<file path="config.mk">
export PLATFORM = sky130hd
export DESIGN_NAME = fdtd_ctrl
export DESIGN_NICKNAME = d
export VERILOG_FILES = /design/src/design/fdtd_pkg.sv /design/src/design/fdtd_ctrl.sv
export VERILOG_INCLUDE_DIRS = /design/src /design/src/design
export SDC_FILE = /design/constraint.sdc
export NUM_CORES = 1
export LEC_CHECK = 0
export BUFFER_PORTS_ARGS = -buffer_cell sky130_fd_sc_hd__buf_4
export CAP_MARGIN = 10
export CORE_MARGIN = 2
export CORE_UTILIZATION = 50
export CTS_BUF_LIST = sky130_fd_sc_hd__clkbuf_2
export DETAILED_ROUTE_END_ITERATION = 12
export GPL_ROUTABILITY_DRIVEN = 0
export PLACE_DENSITY = 0.89
export SLEW_MARGIN = 10
export SYNTH_ARGS = -nofsm -noshare
export SYNTH_HDL_FRONTEND = slang
export SYNTH_SLANG_ARGS = --single-unit
</file>
<file path="constraint.sdc">
create_clock -name clock -period 1.7 [get_ports clock]
set_input_delay 0.17 -clock clock [delete_from_list [all_inputs] [get_ports clock]]
set_output_delay 0.17 -clock clock [all_outputs]
set_load 0.02 [all_outputs]
</file>
<file path="src/design/fdtd_1d_field_step_unit_defines.svh">
// Assertion macros shared by the field step unit.
`ifndef FDTD_1D_FIELD_STEP_UNIT_DEFINES_SVH
`define FDTD_1D_FIELD_STEP_UNIT_DEFINES_SVH

// The consequent must hold in the same cycle as the antecedent.
`define FDTD_ASSERT_SAME(label, clk, rst, ante, cons) \
   label: assert property (@(posedge clk) disable iff (rst) (ante) |-> (cons)) \
      else $error("fdtd assertion failed");

// The consequent must hold in the cycle after the antecedent.
`define FDTD_ASSERT_NEXT(label, clk, rst, ante, cons) \
   label: assert property (@(posedge clk) disable iff (rst) (ante) |=> (cons)) \
      else $error("fdtd assertion failed");

`endif

</file>
<file path="src/design/fdtd_pkg.sv">
package fdtd_pkg;

   localparam int CELLS      = 256;
   localparam int ADDR_BITS  = $clog2(CELLS);
   localparam int VALUE_BITS = 24;
   localparam int COEF_FRAC  = 16;
   localparam int GAIN_BITS  = 17;
   localparam int LOSS_BITS  = 16;
   localparam int CELL_BITS  = 8;
   localparam int STEP_BITS  = 32;
   localparam int CSR_INDEX_BITS = 8;
   localparam int CSR_DATA_BITS  = 32;
   localparam int PROD_BITS  = VALUE_BITS + GAIN_BITS + 1;
   localparam int WIDE_BITS  = PROD_BITS + 1;

   typedef logic [ADDR_BITS-1:0]         addr_type;
   typedef logic signed [VALUE_BITS-1:0] value_type;
   typedef logic signed [WIDE_BITS-1:0]  wide_type;
   typedef logic signed [PROD_BITS-1:0]  prod_type;

   localparam addr_type LAST_ADDR = addr_type'(CELLS - 1);

   typedef enum logic [CSR_INDEX_BITS-1:0] {
      REG_CELL_GAIN   = 8'd0,
      REG_LOSS_GAIN   = 8'd1,
      REG_SOURCE_CELL = 8'd2,
      REG_PROBE_CELL  = 8'd3
   } csr_index_type;

   typedef struct packed {
      logic     clear;
      logic     accept;
      logic     sweep_e;
      logic     edge_shift;
      logic     sweep_h;
      logic     load_out;
      addr_type addr;
   } cmd_type;

   typedef struct packed {
      logic busy;
   } status_type;

   function automatic wide_type widen(input value_type x);
      return WIDE_BITS'(x);
   endfunction

   function automatic value_type sat(input wide_type x);
      if ((&x[WIDE_BITS-1:VALUE_BITS-1]) || !(|x[WIDE_BITS-1:VALUE_BITS-1])) begin
         return x[VALUE_BITS-1:0];
      end else if (x[WIDE_BITS-1]) begin
         return {1'b1, {(VALUE_BITS-1){1'b0}}};
      end else begin
         return {1'b0, {(VALUE_BITS-1){1'b1}}};
      end
   endfunction

   function automatic value_type scale_down(input prod_type p);
      return sat(WIDE_BITS'(p >>> COEF_FRAC));
   endfunction

endpackage

</file>
<file path="src/design/fdtd_ctrl.sv">
`include "fdtd_1d_field_step_unit_defines.svh"

module fdtd_ctrl
   import fdtd_pkg::*;
(
   input  logic       clock,
   input  logic       reset,
   input  logic       req_valid,
   output logic       req_stall,
   output logic       rsp_valid,
   input  logic       rsp_stall,
   input  status_type status,
   output cmd_type    cmd
);

   typedef enum logic [2:0] {
      S_CLEAR, S_IDLE, S_SWEEP_E, S_DRAIN_E, S_EDGE, S_SWEEP_H, S_DRAIN_H, S_REPLY
   } state_type;

   state_type state_ff, state_in;
   addr_type  addr_ff, addr_in;
   logic      rsp_valid_ff, rsp_valid_in;
   logic      accept, load;

   assign req_stall = (state_ff != S_IDLE);
   assign accept    = req_valid && !req_stall;
   assign load      = (state_ff == S_REPLY) && !(rsp_valid_ff && rsp_stall);
   assign rsp_valid = rsp_valid_ff;

   always_comb begin
      state_in = state_ff;
      addr_in  = addr_ff;
      unique case (state_ff)
         S_CLEAR: begin
            addr_in = addr_ff + 1'b1;
            if (addr_ff == LAST_ADDR) begin
               state_in = S_IDLE;
            end
         end
         S_IDLE: begin
            addr_in = '0;
            if (accept) begin
               state_in = S_SWEEP_E;
            end
         end
         S_SWEEP_E: begin
            addr_in = addr_ff + 1'b1;
            if (addr_ff == LAST_ADDR) begin
               state_in = S_DRAIN_E;
            end
         end
         S_DRAIN_E: begin
            if (!status.busy) begin
               state_in = S_EDGE;
            end
         end
         S_EDGE: begin
            addr_in  = '0;
            state_in = S_SWEEP_H;
         end
         S_SWEEP_H: begin
            addr_in = addr_ff + 1'b1;
            if (addr_ff == LAST_ADDR) begin
               state_in = S_DRAIN_H;
            end
         end
         S_DRAIN_H: begin
            if (!status.busy) begin
               state_in = S_REPLY;
            end
         end
         S_REPLY: begin
            if (load) begin
               state_in = S_IDLE;
            end
         end
         default: state_in = S_IDLE;
      endcase
   end

   always_comb begin
      if (load) begin
         rsp_valid_in = 1'b1;
      end else if (!rsp_stall) begin
         rsp_valid_in = 1'b0;
      end else begin
         rsp_valid_in = rsp_valid_ff;
      end
   end

   always_comb begin
      cmd.clear      = (state_ff == S_CLEAR);
      cmd.accept     = accept;
      cmd.sweep_e    = (state_ff == S_SWEEP_E);
      cmd.edge_shift = (state_ff == S_EDGE);
      cmd.sweep_h    = (state_ff == S_SWEEP_H);
      cmd.load_out   = load;
      cmd.addr       = addr_ff;
   end

   always_ff @(posedge clock) begin
      if (reset) begin
         state_ff     <= S_CLEAR;
         addr_ff      <= '0;
         rsp_valid_ff <= 1'b0;
      end else begin
         state_ff     <= state_in;
         addr_ff      <= addr_in;
         rsp_valid_ff <= rsp_valid_in;
      end
   end

   `FDTD_ASSERT_SAME(a_sweeps_exclusive, clock, reset, 1'b1, $onehot0({cmd.clear, cmd.sweep_e, cmd.sweep_h, cmd.edge_shift}))
   `FDTD_ASSERT_SAME(a_accept_when_drained, clock, reset, accept, !status.busy)
   `FDTD_ASSERT_SAME(a_edge_when_drained, clock, reset, cmd.edge_shift, !status.busy)
   `FDTD_ASSERT_NEXT(a_load_shows_word, clock, reset, load, rsp_valid_ff)

endmodule

</file>
==> results.txt <==
buffers added on ports: 20
clock skew: 0.00623 ns
Critical Path RT: 1.53 ns
fillers: 120
first-pass GRT wire length: 2300 um
hold path cells: 2
pwr dens: 591 nW/um2
syn avg cell area: 7.91 um2
First-pass DRT Iterations: 4
slowest stage delay, CP: 0.61 ns
vias: 691
Top Layer Used: met4
DP Wirelength: 1110 um
synth unique cells: 34
most frequent cell after synthesis: dfxtp_1
initial antenna violation count: 0
critical path fanouts, max: 14
Final Hold Fails: 0
critical path arrival: 1.38 ns
fin cells: 117
met3 routed WL: 63 um
Overall Power: 0.000487 W
root buf cell: clkbuf_2
commonest cells in the netlist: dfxtp_1 (12), nor2_1 (10), a21oi_1 (6), nor3_1 (5), o21ai_0 (5)
WL met1: 707 um
Max Clock Freq: 644 MHz
Vias/cell: 5.91
Cells after Synth: 88
Hold WS: 0.184 ns
hold_buf cts: 0
Worst-Margin Slew: 0.440 ns
flops & latches, synth: 12
worst hold path type: input pin to flip-flop
Gates resized, CTS repair: 0
final setup fails: 0
worst-path cell chain: nand3_1 > a21oi_1 > buf_4
top_reg_cell synth: dfxtp_1
synth top area cells: dfxtp_1 (35%), nor2_1 (5.4%), a21oi_1 (4.3%)
Site Rows: 13
Die X: 41.3 um
DR WL met2: 693 um
die footprint: 1710 um2
Layout area overhead: 18.5%
Setup crit end kind: primary output
Final period util: 0.913
Sink Count: 12
post-synth top area share: 0.345
layout cells sized above 1: 0.255
setup bufs post-CTS: 0
top cell type by total area after synthesis: dfxtp_1
Final Net Count: 109
die height: 41.3 um
Detail Route Antenna Nets: 0
setup_tns: 0 ns
# IOs: 21
Synthesized Nets: 94
total gr overflow: 0
CP Launch Type: flip-flop
WL final: 1510 um
Final min period: 1.55 ns
placed instance count: 113
antenna cells: 0
Worst slew margin: 0.706
Crit Path Category: flip-flop to primary output
sequential share of the synthesized area: 0.345
max-slew violations: 0
worst r2r path cells: 4
async set-reset flop share out of synthesis: 0
CTS clk-pin slew, worst paths: 0.12 ns
Initial Util: 0.535
largest net degree at the start of global routing: 17
Synth Cell Area: 696 um2
status: complete, no violations
number of synthesized flops with an enable pin: 0
WL/cell: 12.9 um
peak supply drop: 484 uV
vias in the first global route: 530
DRC Markers: 0
MaxCap Viol Count: 0
Worst-Skew Late Latency: 0.27 ns
Leak: 0.384 nW
Synthesis Warnings: 0
H-tree level count: 1
total CTS buffers: 3
CTS max path bufs: 2
Total GRT Usage: 0.214
drt initial violations: 17
Slowest-stage cell, CP: dfxtp_1
TritonCTS clock tree: yes
Placeable Area: 1300 um2
registers in the layout (all words and copies together) (netlist names):
signal and count:
addr_ff 8, state_ff 3, rsp_valid 1
stage by stage:
stage,instance area [um2],worst slack (ns),utilization
5_1_grt,825,-0.000311,0.634
2_1_floorplan,696,0.393,-
4_1_cts,823,0.105,0.633
6_report,825,0.148,0.634
3_3_place_gp,805,0.299,0.618
3_5_place_dp,805,0.245,0.618
cell type report:
class | count | area, um2 | share of cell area
inverters | 3 | 11.3 | 0.0137
clock buffers | 3 | 15.0 | 0.0182
repair buffers | 20 | 150 | 0.182
well taps | 15 | 18.8 | 0.0228
clock inverters | 1 | 3.75 | 0.00455
multi-input cells | 63 | 384 | 0.466
flip-flops and latches | 12 | 241 | 0.293
cell usage in the layout (no fill, tap or decap), types with 2 or more instances in the layout:
cell type / instances
a211oi_1: 4
buf_4: 20
inv_1: 3
clkbuf_2: 3
o41ai_1: 2
nand4_1: 2
nor3_1: 5
nor2_1: 10
dfxtp_1: 11
o21ai_1: 2
nand3_1: 4
a21oi_1: 6
o21ai_0: 5
and3_1: 2
a311oi_1: 2
nand2_1: 3
o211a_1: 2
worst max-delay path, delay by kind of cell (launching register included):
kind,cells,cell delay (ns)
AOI/OAI and AO/OA,1,0.16
buffers and inverters,1,0.16
DFF,1,0.61
and+or+nand+nor,1,0.18
cells by family after synthesis:
family / share of synthesized area
XOR/XNOR: 0.0126
AND/OR/NAND/NOR: 0.239
adder cells (fa/ha/maj): 0.0180
flip-flops: 0.345
buffers and inverters: 0.103
AO/OA/AOI/OAI: 0.282
final timing paths:
path,from,endpoint,slack (ns)
max,state_ff[2]$_SDFFE_PP0P_,cmd[8],0.15
min,reset,rsp_valid$_SDFFE_PP0P_,0.18
max reg2reg,state_ff[2]$_SDFFE_PP0P_,addr_ff[6]$_SDFFE_PP0P_,0.22
min reg2reg,addr_ff[7]$_SDFFE_PP0P_,addr_ff[7]$_SDFFE_PP0P_,0.51
layer usage:
layer / GRT usage / vias to the layer above
met5: 0 / -
met4: 0.145 / 0
met3: 0.0479 / 6
met2: 0.297 / 14
met1: 0.290 / 319
li1: - / 352
report_power, final:
group	internal, W	switching, W
Combinational	0.0000209	0.0000239
Sequential	0.000287	0.00000692
Clock	0.0000511	0.0000974
No activity file was read; power rests on OpenSTA's default activity.
